## config.mk

```make
export PLATFORM = sky130hd
export DESIGN_NAME = mhd_queue
export DESIGN_NICKNAME = d
export VERILOG_FILES = /design/src/rtl/core/mhd_pkg.sv /design/src/rtl/core/mhd_queue.sv
export SDC_FILE = /design/constraint.sdc
export NUM_CORES = 1
export LEC_CHECK = 0
export BUFFER_PORTS_ARGS = -buffer_cell sky130_fd_sc_hd__buf_4
export CAP_MARGIN = 10
export CORE_ASPECT_RATIO = 1.2
export CORE_MARGIN = 3
export CORE_UTILIZATION = 61
export CTS_BUF_LIST = sky130_fd_sc_hd__clkbuf_16
export DETAILED_ROUTE_END_ITERATION = 10
export GPL_TIMING_DRIVEN = 0
export PLACE_DENSITY = 0.89
export SLEW_MARGIN = 20
export SYNTH_ARGS = -nofsm -noshare
export SYNTH_HDL_FRONTEND = slang
export SYNTH_SLANG_ARGS = --single-unit
```

## constraint.sdc

```tcl
create_clock -name clk -period 12.8 [get_ports clk]
set_clock_uncertainty 0.15 [all_clocks]
set_input_delay 0.64 -clock clk [delete_from_list [all_inputs] [get_ports clk]]
set_output_delay 0.64 -clock clk [all_outputs]
set_load 0.01 [all_outputs]
```

## src/rtl/core/mhd_pkg.sv

```systemverilog
// Shared types, constants and the arctangent table of the magnetometer heading unit.
// Depends on nothing; every rtl/core file uses it by scoped names.
`default_nettype none
package mhd_pkg;

    localparam int CORDIC_STEPS_DEF = 16;
    localparam int ATAN_ENTRIES     = 24;
    localparam int QUEUE_DEPTH_DEF  = 4;

    localparam int XW = 28;   // CORDIC x/y datapath, scaled by 256
    localparam int ZW = 25;   // angle, 1/256 of a hundredth of a degree
    localparam int SW = 27;   // angle plus alignment
    localparam int HW = 19;   // rounded hundredths before wrap

    localparam int FRAC_BITS     = 8;
    localparam int QUARTER_UNITS = 2304000;
    localparam int FULL_TURN     = 36000;

    localparam logic [1:0] REG_X_BIAS    = 2'd0;
    localparam logic [1:0] REG_Y_BIAS    = 2'd1;
    localparam logic [1:0] REG_ALIGNMENT = 2'd2;

    typedef struct packed {
        logic signed [XW-1:0] cx;
        logic signed [XW-1:0] cy;
        logic signed [ZW-1:0] ang;
        logic                 zero;
        logic [15:0]          raw_x;
        logic [15:0]          raw_y;
        logic [15:0]          raw_z;
        logic [31:0]          stamp;
    } item_t;

    typedef struct packed {
        logic full;
        logic valid;
    } q_stat_t;

    function automatic int atan_unit(input int i);
        int r;
        unique case (i)
            0:  r = 1152000;
            1:  r = 680065;
            2:  r = 359328;
            3:  r = 182400;
            4:  r = 91554;
            5:  r = 45822;
            6:  r = 22916;
            7:  r = 11459;
            8:  r = 5730;
            9:  r = 2865;
            10: r = 1432;
            11: r = 716;
            12: r = 358;
            13: r = 179;
            14: r = 90;
            15: r = 45;
            16: r = 22;
            17: r = 11;
            18: r = 6;
            19: r = 3;
            20: r = 1;
            21: r = 1;
            default: r = 0;
        endcase
        return r;
    endfunction

endpackage
`default_nettype wire

```

## src/rtl/core/mhd_queue.sv

```systemverilog
// Short FIFO between the front stage and the CORDIC back end.
// Depends on mhd_pkg.
`default_nettype none
module mhd_queue #(
    parameter int DEPTH = mhd_pkg::QUEUE_DEPTH_DEF
) (
    input  wire logic             clk,
    input  wire logic             rst_n,
    input  wire logic             push,
    input  wire mhd_pkg::item_t   push_item,
    input  wire logic             pop,
    output mhd_pkg::item_t        head_item,
    output mhd_pkg::q_stat_t      q_stat
);

    localparam int PW = (DEPTH > 1) ? $clog2(DEPTH) : 1;
    localparam int CW = $clog2(DEPTH + 1);

    mhd_pkg::item_t  mem_reg [DEPTH];
    logic [PW-1:0]   wr_ptr_reg;
    logic [PW-1:0]   wr_ptr_next;
    logic [PW-1:0]   rd_ptr_reg;
    logic [PW-1:0]   rd_ptr_next;
    logic [CW-1:0]   count_reg;
    logic [CW-1:0]   count_next;
    logic            do_push;
    logic            do_pop;

    assign q_stat.full  = (count_reg == CW'(DEPTH));
    assign q_stat.valid = (count_reg != '0);
    assign do_push      = push && !q_stat.full;
    assign do_pop       = pop && q_stat.valid;
    assign head_item    = mem_reg[rd_ptr_reg];

    always_comb
    begin
        wr_ptr_next = wr_ptr_reg;
        rd_ptr_next = rd_ptr_reg;
        count_next  = count_reg;
        if (do_push)
        begin
            wr_ptr_next = (wr_ptr_reg == PW'(DEPTH - 1)) ? '0 : wr_ptr_reg + 1'b1;
        end
        if (do_pop)
        begin
            rd_ptr_next = (rd_ptr_reg == PW'(DEPTH - 1)) ? '0 : rd_ptr_reg + 1'b1;
        end
        unique case ({do_push, do_pop})
            2'b10:   count_next = count_reg + 1'b1;
            2'b01:   count_next = count_reg - 1'b1;
            default: count_next = count_reg;
        endcase
    end

    always_ff @(posedge clk or negedge rst_n)
    begin
        if (!rst_n)
        begin
            wr_ptr_reg <= '0;
            rd_ptr_reg <= '0;
            count_reg  <= '0;
        end
        else
        begin
            wr_ptr_reg <= wr_ptr_next;
            rd_ptr_reg <= rd_ptr_next;
            count_reg  <= count_next;
        end
    end

    always_ff @(posedge clk)
    begin
        if (do_push)
        begin
            mem_reg[wr_ptr_reg] <= push_item;
        end
    end

endmodule
`default_nettype wire

```

== Yosys cells after proc, flatten, opt, wreduce, memory -nomap -nowiden ==
Memory sizes are Yosys's and may differ from the RTL's.
Cells that the tools add are included.

* Bits in registers: 7
* Bits in latches: 0
* Bits in writable memories: 648
* Bits in read-only memories: 0
* Input bits: 166
* Output and inout port bits: 164
* Logic and storage cells: 23
* Memories: 1

* Add/subtract/negate cells: 4
* $mul: 0
* Div/mod/pow operators: 0
* Order comparisons: 0
* Equal/unequal tests: 5
* Shift operators: 0
* Multiplexer cells: 5
* Bitwise logic cells: 0
* Reduce and logical (&&, ||, !) cells: 5

{| class="wikitable"
|+ Memory list
! memory !! depth !! width !! read ports !! clocked after Yosys merged registers in !! write ports !! line !! text
|-
| mem_reg || 4 || 162 || 1 || 0 || 1 || mhd_queue.sv:19 || <nowiki>mhd_pkg::item_t mem_reg [DEPTH];</nowiki>
|}

{| class="wikitable"
|+ Operator list
! kind !! count
|-
| == test 2 bit, second input constant || 3
|-
| one-hot mux 3 bit (2 select lines) || 1
|-
| adder 2 x 1 -> 2 bit, second input constant || 2
|-
| two-way mux 2 bit || 2
|-
| adder 3 x 1 -> 3 bit, second input constant || 1
|-
| == test 3 bit, second input constant || 1
|-
| nonzero test 3 bit || 1
|-
| subtractor 3 x 1 -> 3 bit, second input constant || 1
|-
| == test 2 x 1 -> 1 bit, second input constant || 1
|-
| logical AND 1 bit || 2
|-
| two-way mux 1 bit || 2
|-
| nonzero test 2 bit || 1
|-
| zero test 1 bit || 1
|}

== Depth between registers and ports, before layout ==
Gate-level depths: netlist of run 1.

* Word-level depth: 5
* Depth in mapped cells: 9
* Gate-level depth less buffers: 9

== Worst setup path before layout of run 1 ==
No wires, ideal clock.

* Path type: input to register
* From: input push
* To: memory mem_reg[0][0] (netlist bit), enable pin
* Setup time: 541 ps
* Arrival: 4,693 ps
* Required time: 12,109 ps
* Slack: 7,416 ps
* Stages: 2
* Path through: nor2b_1 -> and2_1

* Longest elaborated chain between the ends: 3

{| class="wikitable"
|+ RTL lines
! element !! line !! text
|-
| start, declared || mhd_queue.sv:9 || <nowiki>input wire logic push,</nowiki>
|-
| logical AND 1 bit || mhd_queue.sv:31 || <nowiki>assign do_push = push && !q_stat.full;</nowiki>
|-
| two-way mux 1 bit || mhd_queue.sv:73 || <nowiki>if (do_push)</nowiki>
|-
| two-way mux 1 bit (implied by the code) || mhd_queue.sv:75 || <nowiki>mem_reg[wr_ptr_reg] <= push_item;</nowiki>
|-
| end, declared || mhd_queue.sv:19 ||
|}

No other way between the ends.

==> results of run 1 <==
-- kinds of logic (layout without fill, tap and decap cells) --
| family | after synthesis | count (layout) | synth area share |
|---|---|---|---|
| flip-flops | 655 | 655 | 0.825 |
| adder cells (fa/ha/maj) | 7 | 7 | 0.00399 |
| buffers and inverters | 43 | 497 | 0.0123 |
| XOR/XNOR | 3 | 3 | 0.00110 |
| multiplexers | 167 | 167 | 0.156 |
| AND/OR/NAND/NOR | 11 | 11 | 0.00252 |
| other | 0 | 4 | 0 |
-- where the power goes --
| group | internal [mW] | switching (mW) | total, mW |
|---|---|---|---|
| registers | 2.83 | 0.0957 | 2.92 |
| logic | 1.12 | 1.14 | 2.26 |
| clock network | 0.893 | 0.720 | 1.61 |
| total | 4.84 | 1.95 | 6.79 |
-- how the worst max path moves through the flow --
stage             startpoint              end  slack, ns  cells after the start
4_1_cts        rd_ptr_reg[1]   head_item[160]       9.45                      5
2_1_floorplan           push    mem_reg[0][0]       7.42                      2
3_3_place_gp            push  mem_reg[0][111]       4.45                      3
6_report       rd_ptr_reg[1]   head_item[160]       9.52                      5
5_1_grt        rd_ptr_reg[1]   head_item[160]       9.40                      5
3_5_place_dp            push   mem_reg[2][98]       9.86                      5
-- synthesized netlist by cell type --
library cell,n,area (um2)
buf_6,12,135
xor2_1,2,17.5
mux2_2,4,45.0
edfxtp_1,648,19500
buf_1,1,3.75
nor2b_1,1,6.26
fa_1,1,20.0
inv_1,7,26.3
buf_4,6,45.0
buf_2,16,80.1
ha_1,6,75.1
clkbuf_1,1,3.75
nand2_1,1,3.75
mux2i_1,1,10.0
or3_1,1,6.26
nor3b_1,1,7.51
dfrtp_1,7,175
xnor2_1,1,8.76
and2_1,4,25.0
nor2_1,3,11.3
mux4_2,162,3650
-- through the flow --
stage | instances | instance area, um2 | power, mW
after detailed placement | 1751 | 27300 | 5.25
final | 1864 | 29100 | 6.79
after CTS | 1860 | 29100 | 6.88
after floorplan | 886 | 23800 | 4.26
after global placement | 1735 | 26900 | 5.25
after global routing | 1864 | 29100 | 7.08
-- metal layers --
metal / routed length, um / up-vias / share of wire
met4: 1810 / 4 / 0.038
met1: 17500 / 5627 / 0.37
met2: 25200 / 419 / 0.53
met5: 27 / - / 0.00057
met3: 3080 / 100 / 0.065
li1: - / 4661 / -
-- timing repair --
action | CTS | global route
resized for setup | 0 | 0
setup endpoints to repair | 0 | 0
endpoints found under the hold margin | 7 | 0
hold buffers | 1 | 0
-- worst register-to-register path, cell delays in order (launching register included) --
cell and delay, ns:
dfrtp_1 0.40, nor3b_1 0.17, nor2b_1 0.45, and2_4 0.68
buf_12 0.31, buf_12 0.24
-- final cells by class --
type / instances / area (um2)
multi-input cells: 188 / 3890
plain buffers: 36 / 268
fillers: 1917 / 9070
repair buffers: 346 / 2830
flip-flops and latches: 655 / 19600
well taps: 520 / 651
clock inverters: 49 / 297
diodes: 4 / 10.0
inverters: 7 / 26.3
clock buffers: 59 / 1480
==> flow_summary.ini, run 1 <==
[floorplan]
fp.dieH_um = 222
dieArea_um2 = 41500
start_util = 0.624
num_rows = 78
ioPinCount = 330
die_w_um = 186
core_area_um2 = 38200

[cts]
clk_pin_slew_ns = 0.06
clkSinkCount = 655
cts_buffers = 58
cts_buffer_depth = 3
clk_latency_ns = 0.58
tritoncts = done
cts_root_buf = clkbuf_16
postCtsSetupRepairBufs = 0
h-tree-depth = 2

[logic_synthesis]
yosysSeqAreaShare = 0.825
synth_warnings = 0
syn_area_per_cell_um2 = 26.9
syn_area_um2 = 23800
synth_cell_types = 21
netlist_instances = 886
postSynthNetCount = 1059
ys_seq_elements = 655

[layout]
area_growth_pct = 22.1
layout_commonest_cell = edfxtp_1
postLayoutCoreUtil = 0.762
drive_gt1_frac = 0.469
final_cell_mix = edfxtp_1, buf_4, mux4_2
layout.nets = 1465
largest_reg_flops = 648

[critical_path]
crit_buf_inv = 4
worst-path-max-fanout = 10
crit_family = buffers and inverters
r2r_end = mem_reg[2][18]
cp_slowest_cell = buf_2
timing_worst_setup_path_type = register to output port
worstRegToRegCells = 5
start_kind = register
critPathMaxStageDelay_ns = 0.36
worst_setup_path_end_kind = output port
cp.arrival_ns = 2.49
crit_top_cell = buf_2
crit_chain = buf_2 > buf_2 > buf_2 > mux4_2 > buf_4
r2r_start = count_reg[2]
regToRegSetupSlack_ns = 10.07
crit_required_ns = 12.01

[sta]
timing.final.ws_setup_ns = 9.52
slew_violations = 0
whs_ns = 0.0973
setup_violations = 0
min_period_ns = 3.28
rsz0062_at_grt = false
finalCritPeriodShare = 0.256
relSlewSlack = 0.564
max_freq_mhz = 305
tightest_slew_ns = 0.654
hold_violations = 0
setup_tns_ns = 0

[global_route]
gr-total-overflow = 0
grt_pass1_vias = 11700
grt.busiest_layer = met2
met2_usage = 0.398
grt_first_pass_wirelength_um = 72800
grt_max_degree = 48
track_usage = 0.234
grt_util_met3 = 0.0475
antenna_found_initial = 6
grtUsageMet1 = 0.306

[min_path]
hold_path_depth = 1
min_from = push_item[155]
min_to = mem_reg[2][155]
hp-class = input pin to register

[detailed_routing]
route.detailed.wl_per_inst_um = 25.6
vias_per_cell = 5.80
vias = 10800
antenna_left = 0
route.detailed.drc = 0
detail_route.first_pass.iterations = 7
drt_iter0_drc = 839
routed_wl_um = 47700

[placed_design]
dp_slack_ns = 9.86
portBuffers = 329
dp_hpwl_um = 30500
gp_congestion = 0.729

[pwr]
max-vdd-ir-drop_uv = 156
p_leak_nw = 10.0
power_density_nw_per_um2 = 234

[status]
status = complete, no violations

[run]
max_cap_viol_count = 0
Note: power is estimated with default switching activity, not from simulation.
==> run 2, diff against run 1 <==
Settings changed: CORE_UTILIZATION 61 to 51, PLACE_DENSITY 0.89 to 0.8.
Clock period 12.8 ns to 2.8 ns, I/O delays scaled along.
==> flow_summary.ini, run 2 (synthesized netlist as in run 1, its figures left out) <==
[status]
status = complete, no violations

[global_route]
grtUsageMet1 = 0.267
grt_max_degree = 39
grt_util_met3 = 0.0394
grt.busiest_layer = met2
met2_usage = 0.376
grt_first_pass_wirelength_um = 79200
grt_pass1_vias = 12700
track_usage = 0.214
gr-total-overflow = 0
antenna_found_initial = 3

[sta]
hold_violations = 0
relSlewSlack = 0.534
rsz0062_at_grt = false
max_freq_mhz = 381
tightest_slew_ns = 0.700
setup_violations = 0
min_period_ns = 2.62
slew_violations = 0
setup_tns_ns = 0
finalCritPeriodShare = 0.936

[floorplan]
dieArea_um2 = 49300
die_w_um = 203
fp.dieH_um = 243
ioPinCount = 330
num_rows = 86
core_area_um2 = 46100
start_util = 0.517

[critical_path]
crit_required_ns = 2.51
start_kind = register
worst_setup_path_end_kind = output port
cp_slowest_cell = buf_1
worst-path-max-fanout = 10
crit_buf_inv = 3
crit_top_cell = buf_4
critPathMaxStageDelay_ns = 0.55
crit_chain = buf_4 > buf_1 > mux4_2 > buf_4
crit_family = buffers and inverters
cp.arrival_ns = 2.33
timing_worst_setup_path_type = register to output port

[cts]
tritoncts = done
cts_root_buf = clkbuf_16
clkSinkCount = 655
h-tree-depth = 2
cts_buffers = 59
cts_buffer_depth = 3
clk_pin_slew_ns = 0.06
clk_latency_ns = 0.59

[detailed_routing]
drt_iter0_drc = 766
vias = 11600
antenna_left = 0
detail_route.first_pass.iterations = 5
route.detailed.drc = 0
route.detailed.wl_per_inst_um = 24.3
vias_per_cell = 5.46
routed_wl_um = 51600

[pwr]
max-vdd-ir-drop_uv = 782
p_leak_nw = 10.7
power_density_nw_per_um2 = 1020

[layout]
fin_area_um2 = 30900
final_cell_mix = edfxtp_1, buf_4, dlygate4sd3_1
layout.nets = 1633
largest_reg_flops = 648
multiInputGateArea_um2 = 3920
area_growth_pct = 29.6
layout_commonest_cell = edfxtp_1
drive_gt1_frac = 0.419
final-seq-area_um2 = 19600
fillers = 2810

[min_path]
hp-class = input pin to register

[placed_design]
dp_hpwl_um = 31500
gp_congestion = 0.726
placed_area_um2 = 27400
portBuffers = 329

[run]
max_cap_viol_count = 0
==> run 2: cell count changes in the layout (fill, tap and decap cells not counted), moves of 2 or more <==
cell	previous run	this run
bufinv_16	3	1
clkbuf_16	59	61
buf_2	16	14
dlygate4sd3_1	1	166
buf_4	335	337
and2_2	0	2
inv_1	19	16
diode_2	4	2
clkinvlp_4	2	4
==> run 2: area by class of cell <==
cell class,count,area share
well taps,616,0.0250
plain buffers,36,0.00884
flip-flops and latches,655,0.636
multi-input cells,190,0.127
clock inverters,42,0.00693
clock buffers,61,0.0495
diodes,2,0.000162
inverters,7,0.000852
repair buffers,511,0.145
==> run 2: power breakdown <==
part	internal, mW	total [mW]	switching, mW
clock	3.99	7.29	3.29
sequential	12.9	13.4	0.430
combinational	5.32	10.7	5.41
total	22.2	31.4	9.13
==> run 2: what timing repair did <==
item	4_1_cts	5_1_grt
hold buffers	166	0
hold endpoints to repair	661	0
pin swaps	2	0
buffers inserted	0	0
endpoints found under the setup margin	209	78
cloned	2	0
resized for setup	3	1
==> run 2: metrics by stage <==
step | worst slack (ns) | std cells | hold WS (ns) | power [mW] | utilization
floorplan | -0.694 | 886 | -0.306 | 19.3 | -
global placement | -2.44 | 1831 | -0.196 | 23.9 | 0.588
detailed placement | -0.293 | 1847 | -0.188 | 24.2 | 0.595
CTS | 0.0203 | 2118 | 0.0961 | 31.7 | 0.670
global route | 0.0147 | 2119 | 0.110 | 32.8 | 0.670
finish | 0.178 | 2120 | 0.131 | 31.4 | 0.670
==> run 2: metal layers <==
layer  up-vias  part of all wire
met5         -                 0
met4         0             0.040
met3        97             0.054
met2       420              0.54
met1      6064              0.36
li1       4984                 -
==> run 2: final timing paths <==
kind,from,to,slack (ns),cells after the start
max,rd_ptr_reg[1],head_item[45],0.18,4
min,push_item[65],mem_reg[0][65],0.13,2
max reg2reg,count_reg[2],mem_reg[2][11],0.20,6
min reg2reg,count_reg[2],count_reg[2],0.34,1
max in group asynchronous,rst_n,count_reg[0],1.84,3
min in group asynchronous,rst_n,count_reg[2],0.39,3
==> run 3, diff against run 2 <==
Settings changed: RECOVER_POWER from default to 50.
==> flow_summary.ini, run 3 (synthesized netlist as in run 1, its figures left out) <==
[cts]
tritoncts = done
postCtsSetupRepairBufs = 0
clkSinkCount = 655
cts_buffer_depth = 3
clk_pin_slew_ns = 0.06
clk_latency_ns = 0.59
h-tree-depth = 2
cts_root_buf = clkbuf_16
cts_buffers = 59

[placed_design]
portBuffers = 329
gp_congestion = 0.726
dp_slack_ns = -0.293
dp_hpwl_um = 31500

[layout]
area_growth_pct = 27.0
layout.nets = 1633
drive_gt1_frac = 0.310
final-seq-area_um2 = 19600
multiInputGateArea_um2 = 3920
layout_commonest_cell = edfxtp_1
final_cell_mix = edfxtp_1, buf_4, dlygate4sd3_1
postLayoutCoreUtil = 0.657
largest_reg_flops = 648
fillers = 3014

[detailed_routing]
vias = 11600
route.detailed.drc = 0
drt_iter0_drc = 695
routed_wl_um = 51500
vias_per_cell = 5.48
antenna_left = 0
route.detailed.wl_per_inst_um = 24.3
detail_route.first_pass.iterations = 5

[min_path]
hp-class = input pin to register

[global_route]
grt_first_pass_wirelength_um = 79200
antenna_found_initial = 3
grt_pass1_vias = 12700
grt_max_degree = 39
track_usage = 0.214
gr-total-overflow = 0

[sta]
setup_violations = 0
slew_violations = 0
rsz0062_at_grt = false
relSlewSlack = 0.0618
hold_violations = 0
whs_ns = 0.186
setup_tns_ns = 0
timing.final.ws_setup_ns = 0.175
max_freq_mhz = 381
finalCritPeriodShare = 0.937
tightest_slew_ns = 1.41
min_period_ns = 2.62

[critical_path]
crit_chain = buf_4 > buf_4 > buf_2 > mux4_2 > buf_4
crit_top_cell = buf_4
worst_setup_path_end_kind = output port
worst-path-max-fanout = 11
crit_required_ns = 2.51
critPathMaxStageDelay_ns = 0.37
start_kind = register
cp_slowest_cell = mux4_2
timing_worst_setup_path_type = register to output port
cp.arrival_ns = 2.33

[status]
status = complete, no violations

[run]
max_cap_viol_count = 0

[floorplan]
die_w_um = 203
core_area_um2 = 46100
dieArea_um2 = 49300
start_util = 0.517
num_rows = 86
fp.dieH_um = 243
ioPinCount = 330

[pwr]
p_leak_nw = 10.1
max-vdd-ir-drop_uv = 780
power_density_nw_per_um2 = 1030
## run 3: cell types whose count changed in the layout (fill, tap and decap cells not counted), sizes merged
cell,before,now
diode,2,3
clkbuf,62,226
buf,380,216
## run 3: layout make-up
| class | instances | share of cell area |
|---|---|---|
| tap | 616 | 0.0255 |
| clock inverter | 42 | 0.00707 |
| timing repair buffer | 511 | 0.128 |
| inverter | 7 | 0.000869 |
| clock buffer | 61 | 0.0505 |
| antenna | 3 | 0.000248 |
| multi-input combinational | 190 | 0.129 |
| buffer | 36 | 0.00902 |
| sequential | 655 | 0.649 |
## run 3: worst max-delay path, delay by kind of cell (launching register included)
kind,cells,cell delay (ns)
muxes,1,0.37
DFF,1,0.35
buffers and inverters,4,1.01
## run 3: per-stage QoR
stage          total power [mW]  area (um2)  instances
6_report                   31.3       30200       2121
5_1_grt                    32.6       30200       2120
4_1_cts                    31.7       30800       2118
3_5_place_dp               24.2       27400       1847
3_3_place_gp               23.9       27100       1831
2_1_floorplan              19.3       23800        886
## run 3: worst paths after layout
check                         startpoint             end  slack (ns)  depth (start not counted)
min reg2reg                 count_reg[2]    count_reg[2]        0.34                          1
max                        rd_ptr_reg[1]  head_item[120]        0.18                          5
max in group asynchronous          rst_n    count_reg[0]        1.79                          3
min                        push_item[65]  mem_reg[0][65]        0.19                          2
max reg2reg                 count_reg[2]   mem_reg[2][4]        0.19                          6
min in group asynchronous          rst_n    count_reg[2]        0.43                          3
## run 3: report_power, final
group | internal, mW | switching [mW] | total (mW)
logic | 5.21 | 5.41 | 10.6
clock network | 3.99 | 3.29 | 7.28
registers | 12.9 | 0.432 | 13.4
## run 3: routing by layer
metal / vias to the layer above / part of all wire / wire, um / GRT usage
li1: 4998 / - / - / -
met1: 6128 / 0.37 / 18900 / 0.267
met2: 402 / 0.54 / 27900 / 0.376
met3: 96 / 0.052 / 2690 / 0.0394
met4: 0 / 0.039 / 2000 / 0.0778
met5: - / 0 / 0 / 0
## run 3: timing repair
action	4_1_cts	5_1_grt
endpoints found under the setup margin	209	78
hold buffers	166	0
gates cloned	2	0
gates resized for setup	3	1
pin swaps	2	0
endpoints found under the hold margin	661	0
