**config.mk**
```make
export PLATFORM = sky130hd
export DESIGN_NAME = mhd_front
export DESIGN_NICKNAME = d
export VERILOG_FILES = /design/src/rtl/core/mhd_pkg.sv /design/src/rtl/core/mhd_front.sv
export SDC_FILE = /design/constraint.sdc
export NUM_CORES = 1
export LEC_CHECK = 0
export ABC_AREA = 1
export BUFFER_PORTS_ARGS = -buffer_cell sky130_fd_sc_hd__buf_4
export CAP_MARGIN = 25
export CORE_ASPECT_RATIO = 1.25
export CORE_MARGIN = 4
export CORE_UTILIZATION = 50
export CTS_BUF_LIST = sky130_fd_sc_hd__clkbuf_16
export CTS_CLUSTER_DIAMETER = 120
export DETAILED_ROUTE_END_ITERATION = 8
export MAX_ROUTING_LAYER = met4
export PLACE_DENSITY = 0.81
export SLEW_MARGIN = 20
export SYNTH_ARGS = -nofsm -noshare
export SYNTH_HDL_FRONTEND = slang
export SYNTH_SLANG_ARGS = --single-unit
```
**constraint.sdc**
```tcl
create_clock -name clk -period 16 [get_ports clk]
set_clock_uncertainty 0.1 [all_clocks]
set_input_delay 3.2 -clock clk [delete_from_list [all_inputs] [get_ports clk]]
set_output_delay 3.2 -clock clk [all_outputs]
set_load 0.02 [all_outputs]
```
**src/rtl/core/mhd_pkg.sv**
```systemverilog
// Shared types, constants and the arctangent table of the magnetometer heading unit.
// Depends on nothing; every rtl/core file uses it by scoped names.
`default_nettype none
package mhd_pkg;

    localparam int CORDIC_STEPS_DEF = 16;
    localparam int ATAN_ENTRIES     = 24;
    localparam int QUEUE_DEPTH_DEF  = 4;

    localparam int XW = 28;   // CORDIC x/y datapath, scaled by 256
    localparam int ZW = 25;   // angle, 1/256 of a hundredth of a degree
    localparam int SW = 27;   // angle plus alignment
    localparam int HW = 19;   // rounded hundredths before wrap

    localparam int FRAC_BITS     = 8;
    localparam int QUARTER_UNITS = 2304000;
    localparam int FULL_TURN     = 36000;

    localparam logic [1:0] REG_X_BIAS    = 2'd0;
    localparam logic [1:0] REG_Y_BIAS    = 2'd1;
    localparam logic [1:0] REG_ALIGNMENT = 2'd2;

    typedef struct packed {
        logic signed [XW-1:0] cx;
        logic signed [XW-1:0] cy;
        logic signed [ZW-1:0] ang;
        logic                 zero;
        logic [15:0]          raw_x;
        logic [15:0]          raw_y;
        logic [15:0]          raw_z;
        logic [31:0]          stamp;
    } item_t;

    typedef struct packed {
        logic full;
        logic valid;
    } q_stat_t;

    function automatic int atan_unit(input int i);
        int r;
        unique case (i)
            0:  r = 1152000;
            1:  r = 680065;
            2:  r = 359328;
            3:  r = 182400;
            4:  r = 91554;
            5:  r = 45822;
            6:  r = 22916;
            7:  r = 11459;
            8:  r = 5730;
            9:  r = 2865;
            10: r = 1432;
            11: r = 716;
            12: r = 358;
            13: r = 179;
            14: r = 90;
            15: r = 45;
            16: r = 22;
            17: r = 11;
            18: r = 6;
            19: r = 3;
            20: r = 1;
            21: r = 1;
            default: r = 0;
        endcase
        return r;
    endfunction

endpackage
`default_nettype wire

```
**src/rtl/core/mhd_front.sv**
```systemverilog
// Front stage: accept a sample, assemble readings, remove X and Y offsets, pre-rotate into x >= 0.
// Depends on mhd_pkg.
`default_nettype none
module mhd_front (
    input  wire logic                  clk,
    input  wire logic                  rst_n,
    input  wire logic                  in_valid,
    output logic                       in_stall,
    input  wire logic [7:0]            x_low_byte,
    input  wire logic [7:0]            x_high_byte,
    input  wire logic [7:0]            y_low_byte,
    input  wire logic [7:0]            y_high_byte,
    input  wire logic [7:0]            z_low_byte,
    input  wire logic [7:0]            z_high_byte,
    input  wire logic [31:0]           time_in,
    input  wire logic signed [15:0]    x_bias,
    input  wire logic signed [15:0]    y_bias,
    input  wire mhd_pkg::q_stat_t      q_stat,
    output logic                       push,
    output mhd_pkg::item_t             push_item
);

    logic            front_valid_reg;
    logic            front_valid_next;
    mhd_pkg::item_t  front_item_reg;
    mhd_pkg::item_t  item_next;
    logic            advance;
    logic            take;

    logic [15:0]                  raw_x;
    logic [15:0]                  raw_y;
    logic signed [16:0]           xc;
    logic signed [16:0]           yc;
    logic signed [mhd_pkg::XW-1:0] xs;
    logic signed [mhd_pkg::XW-1:0] ys;

    assign push     = front_valid_reg && !q_stat.full;
    assign advance  = !front_valid_reg || !q_stat.full;
    assign in_stall = !advance;
    assign take     = in_valid && advance;

    assign raw_x = {x_high_byte, x_low_byte};
    assign raw_y = {y_high_byte, y_low_byte};
    assign xc    = $signed({raw_x[15], raw_x}) - $signed({x_bias[15], x_bias});
    assign yc    = $signed({raw_y[15], raw_y}) - $signed({y_bias[15], y_bias});
    assign xs    = mhd_pkg::XW'($signed({xc, 8'b0}));
    assign ys    = mhd_pkg::XW'($signed({yc, 8'b0}));

    always_comb
    begin
        item_next.raw_x = raw_x;
        item_next.raw_y = raw_y;
        item_next.raw_z = {z_high_byte, z_low_byte};
        item_next.stamp = time_in;
        item_next.zero  = (xc == '0) && (yc == '0);
        priority if (xs < 0 && ys >= 0)
        begin
            item_next.cx  = ys;
            item_next.cy  = -xs;
            item_next.ang = mhd_pkg::ZW'(mhd_pkg::QUARTER_UNITS);
        end
        else if (xs < 0)
        begin
            item_next.cx  = -ys;
            item_next.cy  = xs;
            item_next.ang = -mhd_pkg::ZW'(mhd_pkg::QUARTER_UNITS);
        end
        else
        begin
            item_next.cx  = xs;
            item_next.cy  = ys;
            item_next.ang = '0;
        end
    end

    assign front_valid_next = take ? 1'b1 : (push ? 1'b0 : front_valid_reg);

    always_ff @(posedge clk or negedge rst_n)
    begin
        if (!rst_n)
        begin
            front_valid_reg <= 1'b0;
        end
        else
        begin
            front_valid_reg <= front_valid_next;
        end
    end

    always_ff @(posedge clk)
    begin
        if (take)
        begin
            front_item_reg <= item_next;
        end
    end

    assign push_item = front_item_reg;

endmodule
`default_nettype wire

```
Word level (Yosys, flattened, before mapping) --
Index checks and enable logic that the tools add are counted.
Storage, ports and cells: flip-flop bits (word level) 163, input bits 117, output and inout bits 164, logic and storage cells 33
Cells by class: add/sub/neg operators 4, $lt $le $gt $ge 2, mux-type cells 4, bitwise operators 1, reduce and logical (&&, ||, !) cells 12
Operator list (count):
- two-way mux 81 bit | 2
- negator 25 -> 28 bit | 2
- zero test 17 bit | 2
- subtractor 16 x 16 -> 17 bit | 2
- >= comparator 25 x 1 -> 1 bit (second input constant) | 1
- less-than comparator 25 x 1 -> 1 bit (second input constant) | 1
- logical AND 1 bit | 4
- zero test 1 bit | 3
- two-way mux 1 bit | 2
- nonzero test 2 bit | 1
- OR reduction 2 bit | 1
- logical OR 1 bit | 1
- NOT 1 bit | 1

Logic depth before layout (Yosys ltp) --
Gate-level depths: netlist of the first run.
depth after elaboration 4, mapped depth 19, mapped depth without buffers 18

Least setup slack after synthesis of the first run --
No wires, ideal clock.
path type input -> register, from in q_stat[1] (netlist bit), to reg front_item_reg, in the netlist push_item[0] (enable), setup time 609 ps, data arrival time 8547 ps, data required time 15291 ps, slack 6744 ps, stages 3, path buffers 0, path through nand2_1 inv_1 nor2_1
Between the ends: longest elaborated chain between the ends 3
Ends and longest elaborated chain:
- start: declaration | RTL line mhd_front.sv:18 | input wire mhd_pkg::q_stat_t q_stat,
- zero test 1 bit | RTL line mhd_front.sv:38 | assign advance = !front_valid_reg || !q_stat.full;
- logical OR 1 bit | RTL line mhd_front.sv:38
- logical AND 1 bit | RTL line mhd_front.sv:40 | assign take = in_valid && advance;
- end signal: assignment | RTL line mhd_front.sv:94 | front_item_reg <= item_next;
- end: declaration | RTL line mhd_front.sv:25 | mhd_pkg::item_t front_item_reg;
No other way between the ends. A chain may end at the register's enable or synchronous reset.

Final worst setup path of the first run --
from in q_stat[1] (netlist bit), to out in_stall
Between the ends: longest elaborated chain between the ends 3
Ends and longest elaborated chain:
- zero test 1 bit | RTL line mhd_front.sv:38
- logical OR 1 bit | RTL line mhd_front.sv:38
- zero test 1 bit | RTL line mhd_front.sv:39 | assign in_stall = !advance;
- end: declaration | RTL line mhd_front.sv:8 | output logic in_stall,
No other way between the ends.

==> key figures, run 1 <==
STA
  • Normalized max-slew margin: 32.0%
  • Final worst-path cycle share: 43.2%
  • Worst Max-Slew Pin Slew: 1.02 ns
  • Hold Vio Cnt, Final: 0
  • RSZ-0062 raised after global routing: false
  • Fin. max-slew vios: 0
  • Peak Freq: 145 MHz
  • Setup violations, final: 0
  • Post-route setup TNS: 0 ns
  • Fin crit period: 6.92 ns

Power and ir drop
  • Worst ir drop on vdd: 0.0640 mV
  • PwrDens: 106 mW/mm^2
  • Lkg Pwr: 0.00501 uW

Worst setup path
  • Worst Reg2Reg Path Length in Cells: 5
  • Kind of critical path: in2out
  • CP dominant cell by count: buf_4
  • Reg-to-reg setup timing slack: 13.44 ns
  • Req. time, crit path: 12.70 ns
  • Reg-to-reg critical path startpoint: front_valid_reg
  • Crit path largest cell delay: 0.16 ns
  • Data arrival, critical path: 3.62 ns
  • CP Launch Type: primary input
  • Worst-path cell chain: buf_4 > nand2_1 > inv_1 > buf_4
  • Reg-to-reg endpoint: push_item[63]
  • CP Launch Point: q_stat[1]
  • Crit path max-delay cell type: buf_4
  • Worst-path maximum fanout: 2
  • CP Capture Type: primary output

Min path
  • Hold Crit Depth: 2
  • Class of the worst hold path: reg2reg
  • Hold path endpoint: front_valid_reg
  • Hold Path Origin: front_valid_reg

Synth
  • Sequential-to-total area share from yosys stat: 49.0%
  • Area contributors post-synth: edfxtp_1 (49%), nand2_1 (13%), inv_1 (6.7%)
  • Synth cell types: 39
  • Synth Flop Type: edfxtp_1
  • Mapped Area: 0.00766 mm^2
  • Most common cell in the netlist: nand2_1
  • Top cell type's share of synthesized area: 48.6%
  • Mean Syn Cell Area: 8.70 um^2
  • Synthesis Warnings: 0
  • #FFs+latches synth: 125
  • Post-synth top cells: nand2_1 (262), inv_1 (137), edfxtp_1 (124)
  • Cells after Synth: 880
  • Number of flops mapped to enable cells by yosys: 124
  • Post-synth ARST share: 0.800%
  • Yosys top cell by area: edfxtp_1

Floorplan
  • Die area: 0.0174 mm^2
  • IO Count: 281
  • Height of the die: 146 um
  • Core ar.: 0.0150 mm^2
  • Die Wd: 119 um
  • Initial Utilization: 51.0%
  • Row count: 50

GRT
  • First-pass GRT wire length: 32.4 mm
  • Vias in the first global route: 6616
  • Largest net degree at the start of global routing: 81
  • GRT overflow: 0
  • All-Layer GR Usage: 24.2%
  • Initial antenna violation count: 4

Cells and area
  • P&R area growth vs syn: 32.0%
  • Final Util: 67.3%
  • Max reg flops: 124
  • NumNets Final: 1288
  • Share of layout cells above drive strength 1: 29.4%
  • Fill count: 1207

Detailed routing
  • Vias per cell: 4.99
  • Wirelength per Cell: 15.3 um
  • Highest routed metal layer: met4
  • Met1 wire length: 7.44 mm
  • Met3 WL post-DR: 1.93 mm
  • # DRC: 0
  • Drt pass-1 iters: 5
  • Met2 WL: 10.6 mm
  • DRT Wirelength: 20.4 mm
  • 1st-iter DRT viols: 552
  • Remaining antenna violation count after routing: 0
  • Via count: 6646

Clock tree
  • Resized cells post-CTS: 0
  • CTS Sinks: 125
  • Clk buf depth: 2
  • CTS H-Tree Depth: 4
  • # hold bufs at CTS: 0
  • CTS clk-pin slew, worst paths: 0.06 ns
  • CTS Buf Count: 17
  • # Post-CTS Setup Buffers: 0
  • Clk_lat worst skew: 0.42 ns
  • CTS Root Cell: clkbuf_16
  • CTS tree: yes

Place
  • Port bufs: 252
  • Routability Congestion: 0.899
  • Post-DP HPWL: 15.9 mm

Outcome
  • Outcome: completed

Run
  • MaxCap Viol Count: 0
## metal layers
metal,global-route usage (%),up-vias
met4,7.88,0
met2,43.3,285
met1,24.4,2991
li1,-,3335
met5,-,-
met3,8.80,35
## layout make-up
class,instances,area [um^2],share of cell area [%]
flip-flops and latches,125,3750,37.1
multi-input cells,590,3100,30.6
repair buffers,254,1910,18.9
inverters,145,547,5.41
clock buffers,17,425,4.21
well taps,182,228,2.25
clock inverters,15,148,1.46
diodes,4,10.0,0.0990
## logic make-up after synthesis
| logic type | synth area share, % |
|---|---|
| AOI/OAI and AO/OA | 5.46 |
| and+or+nand+nor | 25.9 |
| xor gates and xnor gates | 1.14 |
| other | 0.0490 |
| adders and majority gates | 6.41 |
| DFF | 49.0 |
| buffers and inverters | 12.1 |
## how the worst max path moves through the flow
stage / endpoint / slack [ns] / cells after the start
after floorplan: push_item[0] / 6.74 / 3
after global placement: in_stall / 9.10 / 4
after detailed placement: in_stall / 9.08 / 4
after CTS: in_stall / 9.08 / 4
after global routing: in_stall / 9.05 / 4
final: in_stall / 9.08 / 4
## report_power, final
part	total [uW]	internal (uW)	leakage [uW]	switching (uW)
sequential	405	397	0.00120	8.10
clock	377	228	0.000274	149
combinational	293	107	0.00354	186
## layout by cell type (no fill, tap or decap), drive strengths merged
master | Yosys | routed
edfxtp | 124 | 124
nor2 | 66 | 66
clkbuf | 0 | 17
nor3 | 3 | 3
o211ai | 2 | 2
a22oi | 3 | 3
nand3b | 7 | 7
o21ai | 16 | 16
nand3 | 75 | 75
dfrtp | 1 | 1
o22ai | 3 | 3
o221ai | 12 | 12
xnor2 | 3 | 3
a21o | 2 | 2
clkinv | 0 | 6
a31oi | 1 | 1
conb | 1 | 30
or2 | 2 | 2
diode | 0 | 4
inv | 145 | 148
fa | 2 | 2
nand2 | 279 | 279
a21oi | 26 | 26
buf | 49 | 254
and2 | 2 | 2
nand4 | 13 | 13
xor2 | 7 | 7
ha | 36 | 36
clkinvlp | 0 | 4
bufinv | 0 | 2
## critical path: cells and delay by family
family	cells	cell delay, ns
AND/OR/NAND/NOR	1	0.07
buffers and inverters	3	0.35
## metrics by stage
stage / cells / area [um^2] / power, uW / setup WS [ns] / hold WS (ns)
finish: 1332 / 10100 / 1080 / 9.08 / 0.410
global route: 1332 / 10100 / 1130 / 9.05 / 0.446
CTS: 1328 / 10100 / 1080 / 9.08 / 0.413
detailed placement: 1296 / 9530 / 703 / 9.08 / 0.399
global placement: 1296 / 9530 / 696 / 9.10 / 0.375
floorplan: 909 / 7760 / 615 / 6.74 / 0.359
Power figures use the tool's default switching activity.
==> run 2: changes to the inputs <==
--- a/config.mk
+++ b/config.mk
@@ -10,12 +10,12 @@
 export CAP_MARGIN = 25
 export CORE_ASPECT_RATIO = 1.25
 export CORE_MARGIN = 4
-export CORE_UTILIZATION = 50
+export CORE_UTILIZATION = 46
 export CTS_BUF_LIST = sky130_fd_sc_hd__clkbuf_16
 export CTS_CLUSTER_DIAMETER = 120
 export DETAILED_ROUTE_END_ITERATION = 8
 export MAX_ROUTING_LAYER = met4
-export PLACE_DENSITY = 0.81
+export PLACE_DENSITY = 0.78
 export SLEW_MARGIN = 20
 export SYNTH_ARGS = -nofsm -noshare
 export SYNTH_HDL_FRONTEND = slang
==> constraint.sdc (replaced) <==
create_clock -name clk -period 6 [get_ports clk]
set_clock_uncertainty 0.1 [all_clocks]
set_input_delay 1.2 -clock clk [delete_from_list [all_inputs] [get_ports clk]]
set_output_delay 1.2 -clock clk [all_outputs]
set_load 0.02 [all_outputs]
==> run 2 against run 1 <==
Final cell count rose by 2.3%; via count fell by 1.4%; register-to-register slack got worse by 9.5 ns; clock-buffer cell count did not move; critical path depth rose by 13; clock power rose to 2.6 times the previous value; routed wire length fell by 2.1%; largest cell class unchanged; highest routed layer unchanged.
==> key figures, run 2 (synthesis results as in run 1) <==
Clock tree
  • Clk_lat worst skew: 0.42 ns (about the same)
  • Resized cells post-CTS: 0 (unchanged)
  • # hold bufs at CTS: 0 (unchanged)
  • # Post-CTS Setup Buffers: 0 (unchanged)
  • Clk buf depth: 2 (unchanged)
  • CTS H-Tree Depth: 4 (unchanged)
  • CTS Root Cell: clkbuf_16 (unchanged)
  • CTS Buf Count: 17 (unchanged)
  • CTS tree: yes (unchanged)
  • CTS clk-pin slew, worst paths: 0.06 ns (about the same)
  • CTS Sinks: 125 (unchanged)

Power and ir drop
  • Internal power consumption: 1950 uW (was 732 uW)
  • PwrDens: 282 mW/mm^2 (was 106 mW/mm^2)
  • Clk pwr share: 34.9% (was 35.1%)
  • Lkg Pwr: 0.00501 uW (about the same)
  • Switching share of power: 31.7% (was 31.9%)
  • Psw: 907 uW (was 343 uW)
  • Pwr Total: 2860 uW (was 1080 uW)
  • Worst ir drop on vdd: 0.146 mV (was 0.0640 mV)
  • Sequential fraction of design power: 37.7% (about the same)
  • Combinational share of power: 27.4% (was 27.2%)

GRT
  • GRT overflow: 0 (unchanged)
  • First-pass GRT wire length: 30.7 mm (was 32.4 mm)
  • Vias in the first global route: 6391 (was 6616)
  • All-Layer GR Usage: 21.5% (was 24.2%)
  • Largest net degree at the start of global routing: 105 (was 81)
  • Initial antenna violation count: 1 (was 4)

Worst setup path
  • Worst Reg2Reg Path Length in Cells: 4 (was 5)
  • Worst-path maximum fanout: 24 (was 2)
  • Worst setup endpoint: push_item[155] (was in_stall)
  • Reg-to-reg critical path startpoint: front_valid_reg (unchanged)
  • CP Capture Type: register (was primary output)
  • Req. time, crit path: 6.15 ns (was 12.70 ns)
  • CP Launch Point: x_low_byte[0] (was q_stat[1])
  • Data arrival, critical path: 4.03 ns (was 3.62 ns)
  • Kind of critical path: in2reg (was in2out)
  • Reg-to-reg setup timing slack: 3.90 ns (was 13.44 ns)
  • CP Launch Type: primary input (unchanged)
  • Reg-to-reg endpoint: push_item[62] (was push_item[63])

Detailed routing
  • Via count: 6556 (was 6646)
  • DRT Wirelength: 19.9 mm (was 20.4 mm)
  • Vias per cell: 4.81 (was 4.99)
  • Remaining antenna violation count after routing: 0 (unchanged)
  • Wirelength per Cell: 14.6 um (was 15.3 um)
  • Drt pass-1 iters: 6 (was 5)
  • 1st-iter DRT viols: 385 (was 552)
  • # DRC: 0 (unchanged)

STA
  • Post-route setup TNS: 0 ns (unchanged)
  • Worst Max-Slew Pin Slew: 0.635 ns (was 1.02 ns)
  • Peak Freq: 258 MHz
  • Setup violations, final: 0 (unchanged)
  • Fin. max-slew vios: 0 (unchanged)
  • Final worst-path cycle share: 64.6%
  • Fin crit period: 3.88 ns
  • Normalized max-slew margin: 57.5% (was 32.0%)
  • RSZ-0062 raised after global routing: false (unchanged)
  • Worst setup margin: 2.12 ns (was 9.08 ns)
  • Hold Vio Cnt, Final: 0 (unchanged)

Cells and area
  • Commonest non-fill, non-tap cell in the layout: nand2_1 (unchanged)
  • Max reg flops: 124 (unchanged)
  • Final Util: 62.4% (was 67.3%)
  • Most frequent cells in the layout: nand2_1 (262), buf_4 (253), inv_1 (137) (was nand2_1 (262), buf_4 (254), inv_1 (138))
  • P&R area growth vs syn: 32.6% (was 32.0%)
  • NumNets Final: 1288 (unchanged)
  • Share of layout cells above drive strength 1: 29.5% (was 29.4%)

Place
  • Port bufs: 252 (unchanged)
  • Dpl ws: 1.71 ns (was 9.08 ns)
  • Routability Congestion: 0.852 (was 0.899)
  • Post-DP HPWL: 15.8 mm (was 15.9 mm)

Outcome
  • Outcome: completed (unchanged)

Floorplan
  • Initial Utilization: 47.1% (was 51.0%)
  • Core ar.: 0.0163 mm^2 (was 0.0150 mm^2)
  • Height of the die: 152 um (was 146 um)
  • Die Wd: 123 um (was 119 um)
  • Row count: 52 (was 50)
  • Die area: 0.0188 mm^2 (was 0.0174 mm^2)
  • IO Count: 281 (unchanged)

Run
  • MaxCap Viol Count: 0 (unchanged)

Min path
  • Class of the worst hold path: reg2reg (unchanged)
  • Hold Path Origin: front_valid_reg (unchanged)
==> run 2: cell count changes in the layout (fill, tap and decap cells not counted), sizes merged <==
cell    before  now
clkinv       6    5
diode        4    1
==> run 2: metrics by stage <==
step	area, um^2	hold WS (ns)	instances
after floorplan	7770	0.359	909
after CTS	10200	0.420	1361
after detailed placement	9580	0.407	1330
final	10200	0.408	1362
after global routing	10200	0.426	1362
after global placement	9580	0.382	1330
==> run 2: power by group through the flow <==
stage	combinational, uW	clock (uW)	sequential, uW
6_report	784	999	1080
4_1_cts	787	1020	1080
5_1_grt	866	1060	1080
3_5_place_dp	781	0	1100
2_1_floorplan	451	0	1190
3_3_place_gp	767	0	1100
==> run 2: final cells by class <==
cell class	instances	area, um^2
multi-input cells	590	3100
repair buffers	254	1920
clock buffers	17	425
diodes	1	2.50
fillers	1413	6110
inverters	145	547
clock inverters	14	145
well taps	216	270
flip-flops and latches	125	3750
==> run 2: how the worst min path moves through the flow <==
stage                      end  slack [ns]  cells past startpoint
2_1_floorplan  front_valid_reg        0.36                      2
3_3_place_gp   front_valid_reg        0.38                      2
3_5_place_dp   front_valid_reg        0.41                      2
4_1_cts        front_valid_reg        0.42                      2
5_1_grt        front_valid_reg        0.43                      1
6_report       front_valid_reg        0.41                      2
==> run 2: critical path, stage by stage <==
cell,delay [ns]
buf_4,0.08
inv_1,0.03
ha_1,0.22
fa_1,0.42
inv_2,0.10
nand2_1,0.05
nand3_1,0.09
nand3_1,0.12
nand2_1,0.15
nand3_1,0.11
nand2_1,0.08
nand2_1,0.06
nand2_2,0.36
nand2_2,0.28
inv_2,0.33
o21ai_1,0.11
o21ai_1,0.22
==> run 2: per-layer routing <==
layer	vias up	global-route usage, %	wire, um
li1	3330	-	-
met1	2929	21.9	7290
met2	265	39.2	10400
met3	32	5.46	1850
met4	0	7.44	373
met5	-	-	0
==> run 3: changes to the inputs <==
--- a/config.mk
+++ b/config.mk
@@ -5,12 +5,12 @@
 export SDC_FILE = /design/constraint.sdc
 export NUM_CORES = 1
 export LEC_CHECK = 0
-export ABC_AREA = 1
+export ABC_AREA = 0
 export BUFFER_PORTS_ARGS = -buffer_cell sky130_fd_sc_hd__buf_4
 export CAP_MARGIN = 25
 export CORE_ASPECT_RATIO = 1.25
 export CORE_MARGIN = 4
-export CORE_UTILIZATION = 46
+export CORE_UTILIZATION = 45
 export CTS_BUF_LIST = sky130_fd_sc_hd__clkbuf_16
 export CTS_CLUSTER_DIAMETER = 120
 export DETAILED_ROUTE_END_ITERATION = 8
==> constraint.sdc (replaced) <==
create_clock -name clk -period 3.3 [get_ports clk]
set_clock_uncertainty 0.1 [all_clocks]
set_input_delay 0.66 -clock clk [delete_from_list [all_inputs] [get_ports clk]]
set_output_delay 0.66 -clock clk [all_outputs]
set_load 0.02 [all_outputs]
==> run 3 against run 2 <==
Utilization grew 11 points; via count is 7.5% lower; sequential power grew 81%; largest cell class unchanged; power rose by 98%; register-to-register slack lost 2.5 ns; final cell count decreased by 12%; routed wire length grew 10%; area after synthesis decreased by 8.2%; global-route usage up 2.7 points; the run now ends with negative setup slack left.
==> key figures, run 3 <==
Outcome
  • Outcome: complete, but fails checks (was completed)
  • Failing checks: negative setup slack

STA
  • Post-route setup TNS: -0.123 ns (was 0 ns)
  • Worst setup margin: -0.0616 ns (was 2.12 ns)
  • RSZ-0062 raised after global routing: true (was false)
  • Fin. max-slew vios: 0 (unchanged)
  • Peak Freq: 297 MHz
  • Final worst-path cycle share: 102%
  • Fin crit period: 3.36 ns
  • Setup violations, final: 2 (was 0)
  • Normalized max-slew margin: 52.3% (was 57.5%)
  • Worst Max-Slew Pin Slew: 0.713 ns (was 0.635 ns)
  • Hold Vio Cnt, Final: 0 (unchanged)
  • Minimum hold slack: 0.300 ns (was 0.408 ns)

Place
  • Instance area at placement: 0.0101 mm^2 (was 0.00958 mm^2)
  • Post-DP HPWL: 16.0 mm (was 15.8 mm)
  • Dpl ws: -0.525 ns (was 1.71 ns)
  • Routability Congestion: 0.938 (was 0.852)
  • Port bufs: 252 (unchanged)

Synth
  • Number of flops mapped to enable cells by yosys: 124 (unchanged)
  • Mapped Area: 0.00703 mm^2 (was 0.00766 mm^2)
  • Area contributors post-synth: edfxtp_1 (53%), ha_1 (6.4%), buf_4 (4.4%) (was edfxtp_1 (49%), nand2_1 (13%), inv_1 (6.7%))
  • Post-Synth Simple-Gate Area: 9.80% (was 25.9%)
  • Top cell type's share of synthesized area: 53.0% (was 48.6%)
  • Yosys top cell by area: edfxtp_1 (unchanged)
  • Sequential-to-total area share from yosys stat: 53.4% (was 49.0%)
  • Synthesis Warnings: 0 (unchanged)
  • Synth cell types: 72 (was 39)
  • Post-synth top cells: edfxtp_1 (124), inv_1 (44), nor2_1 (43) (was nand2_1 (262), inv_1 (137), edfxtp_1 (124))
  • Largest family of logic cells by synthesized area: compound AO/OA/AOI/OAI gates (was simple AND/OR/NAND/NOR gates)
  • Synth Area in Compound Gates: 13.9% (was 5.46%)
  • Synth Area in Adders: 6.98% (was 6.41%)
  • Synth Flop Type: edfxtp_1 (unchanged)
  • Post-synth ARST share: 0.800% (unchanged)
  • Mean Syn Cell Area: 12.1 um^2 (was 8.70 um^2)
  • #FFs+latches synth: 125 (unchanged)
  • Post-Synth XOR/XNOR Area: 6.43% (was 1.14%)
  • Cells after Synth: 583 (was 880)
  • Most common cell in the netlist: edfxtp_1 (was nand2_1)
  • Mux contribution to synthesized area: 2.01% (was 0%)

GRT
  • Initial antenna violation count: 3 (was 1)
  • Vias in the first global route: 6329 (was 6391)
  • GR Util met3: 8.19% (was 5.46%)
  • Largest net degree at the start of global routing: 40 (was 105)
  • GRT met2 Usage: 44.5% (was 39.2%)
  • First-pass GRT wire length: 32.3 mm (was 30.7 mm)
  • Global-route track usage on met1: 23.2% (was 21.9%)
  • GRT overflow: 0 (unchanged)
  • All-Layer GR Usage: 24.3% (was 21.5%)
  • Gr busiest metal: met2 (unchanged)

Detailed routing
  • Remaining antenna violation count after routing: 0 (unchanged)
  • DRT Wirelength: 22.0 mm (was 19.9 mm)
  • Via count: 6062 (was 6556)
  • # DRC: 0 (unchanged)
  • Vias per cell: 5.06 (was 4.81)
  • Wirelength per Cell: 18.4 um (was 14.6 um)
  • 1st-iter DRT viols: 406 (was 385)
  • Drt pass-1 iters: 5 (was 6)

Worst setup path
  • Critical path's top delay family: simple AND/OR/NAND/NOR gates (unchanged)
  • Crit path largest cell delay: 0.56 ns (was 0.42 ns)
  • Worst-path maximum fanout: 5 (was 24)
  • Buffers plus inverters on the worst setup path: 3 (was 4)
  • CP Capture Type: register (unchanged)
  • Req. time, crit path: 3.37 ns (was 6.15 ns)
  • Reg-to-reg critical path startpoint: front_valid_reg (unchanged)
  • Data arrival, critical path: 3.44 ns (was 4.03 ns)
  • Worst Reg2Reg Path Length in Cells: 3 (was 4)
  • CP Launch Type: primary input (unchanged)
  • Kind of critical path: in2reg (unchanged)
  • Worst-path cell chain: buf_8 > inv_4 > ha_4 > fa_2 > nor2b_4 > o31a_1 > buf_4 > a21o_1 > o21a_1 > o211ai_1 > or4_4 > nor3_4 > ha_1 > and3_1 (was buf_4 > inv_1 > ha_1 > fa_1 > inv_2 > nand2_1 > nand3_1 > nand3_1 > nand2_1 > nand3_1 > nand2_1 > nand2_1 > nand2_2 > nand2_2 > inv_2 > o21ai_1 > o21ai_1)
  • Reg-to-reg setup timing slack: 1.37 ns (was 3.90 ns)
  • Reg-to-reg endpoint: push_item[126] (was push_item[62])
  • Crit path max-delay cell type: or4_4 (was fa_1)

Min path
  • Hold Path Origin: time_in[24] (was front_valid_reg)
  • Hold path endpoint: push_item[24] (was front_valid_reg)
  • Hold Crit Depth: 1 (was 2)
  • Class of the worst hold path: in2reg (was reg2reg)

Floorplan
  • Die Wd: 120 um (was 123 um)
  • Core ar.: 0.0151 mm^2 (was 0.0163 mm^2)
  • Row count: 50 (was 52)
  • Die area: 0.0177 mm^2 (was 0.0188 mm^2)
  • Height of the die: 148 um (was 152 um)
  • IO Count: 281 (unchanged)
  • Initial Utilization: 46.4% (was 47.1%)

Power and ir drop
  • Worst ir drop on vdd: 0.386 mV (was 0.146 mV)
  • Lkg Pwr: 0.00497 uW (was 0.00501 uW)
  • PwrDens: 512 mW/mm^2 (was 282 mW/mm^2)

Clock tree
  • CTS tree: yes (unchanged)
  • CTS Buf Count: 17 (unchanged)
  • CTS Root Cell: clkbuf_16 (unchanged)
  • Clk buf depth: 2 (unchanged)
  • CTS Sinks: 125 (unchanged)
  • CTS clk-pin slew, worst paths: 0.08 ns (was 0.06 ns)
  • CTS H-Tree Depth: 4 (unchanged)
  • Clk_lat worst skew: 0.43 ns (was 0.42 ns)

Cells and area
  • NumNets Final: 1128 (was 1288)
  • Share of layout cells above drive strength 1: 51.0% (was 29.5%)
  • Max reg flops: 124 (unchanged)
  • P&R area growth vs syn: 57.5% (was 32.6%)
  • Final Util: 73.1% (was 62.4%)
  • Finished layout cell area: 0.0111 mm^2 (was 0.0102 mm^2)
  • Most frequent cells in the layout: buf_4 (383), edfxtp_1 (124), nor2_1 (42) (was nand2_1 (262), buf_4 (253), inv_1 (137))
  • Commonest non-fill, non-tap cell in the layout: buf_4 (was nand2_1)

Run
  • MaxCap Viol Count: 0 (unchanged)
-- run 3: cell families (layout without fill, tap and decap cells) --
kind of cell | Yosys count | count (layout)
AND/OR/NAND/NOR | 131 | 131
multiplexers | 14 | 14
XOR/XNOR | 49 | 49
flip-flops | 125 | 125
buffers and inverters | 95 | 469
other | 1 | 33
AO/OA/AOI/OAI | 130 | 130
adder cells (fa/ha/maj) | 38 | 38
-- run 3: power breakdown --
part / total (uW) / switching (uW) / internal [uW]
Combinational: 1810 / 961 / 848
Clock: 1900 / 777 / 1120
Sequential: 1960 / 37.6 / 1920
Total: 5670 / 1780 / 3890
-- run 3: routing by layer --
metal  part of all wire (%)  wire (um)
met1                     35       7700
met2                     54      11800
met3                    8.5       1860
met4                    2.8        622
met5                      0          0
-- run 3: per-stage QoR --
step                      std cells  total power [uW]
after floorplan                 612              2950
after global routing           1197              5900
after global placement         1144              3630
final                          1197              5670
after CTS                      1191              5600
after detailed placement       1144              3670
-- run 3: cell type report --
class	count	area, um^2
fillers	1022	4080
flip-flops and latches	125	3750
multi-input cells	392	3250
repair buffers	392	3020
clock buffers	17	425
well taps	208	260
inverters	45	189
clock inverters	15	163
diodes	3	7.51
-- run 3: what timing repair did --
item | CTS | global route
pin swaps | 23 | 21
setup endpoints to repair | 1 | 30
hold buffers | 1 | 0
gates resized for setup | 18 | 27
buffers inserted | 14 | 3
endpoints found under the hold margin | 1 | 0
-- run 3: how the worst max path moves through the flow --
stage | end | startpoint | cells past startpoint
floorplan | push_item[158] | y_bias[3] | 13
finish | push_item[158] | y_low_byte[0] | 14
CTS | push_item[158] | y_bias[5] | 13
global placement | push_item[158] | y_low_byte[1] | 12
detailed placement | push_item[158] | y_low_byte[1] | 12
global route | push_item[158] | y_low_byte[0] | 14
-- run 3: worst reg2reg max path: cells and delay by family (launching register included) --
family	cells	cell delay (ns)
buffers and inverters	1	0.33
and+or+nand+nor	2	0.79
DFF	1	0.38
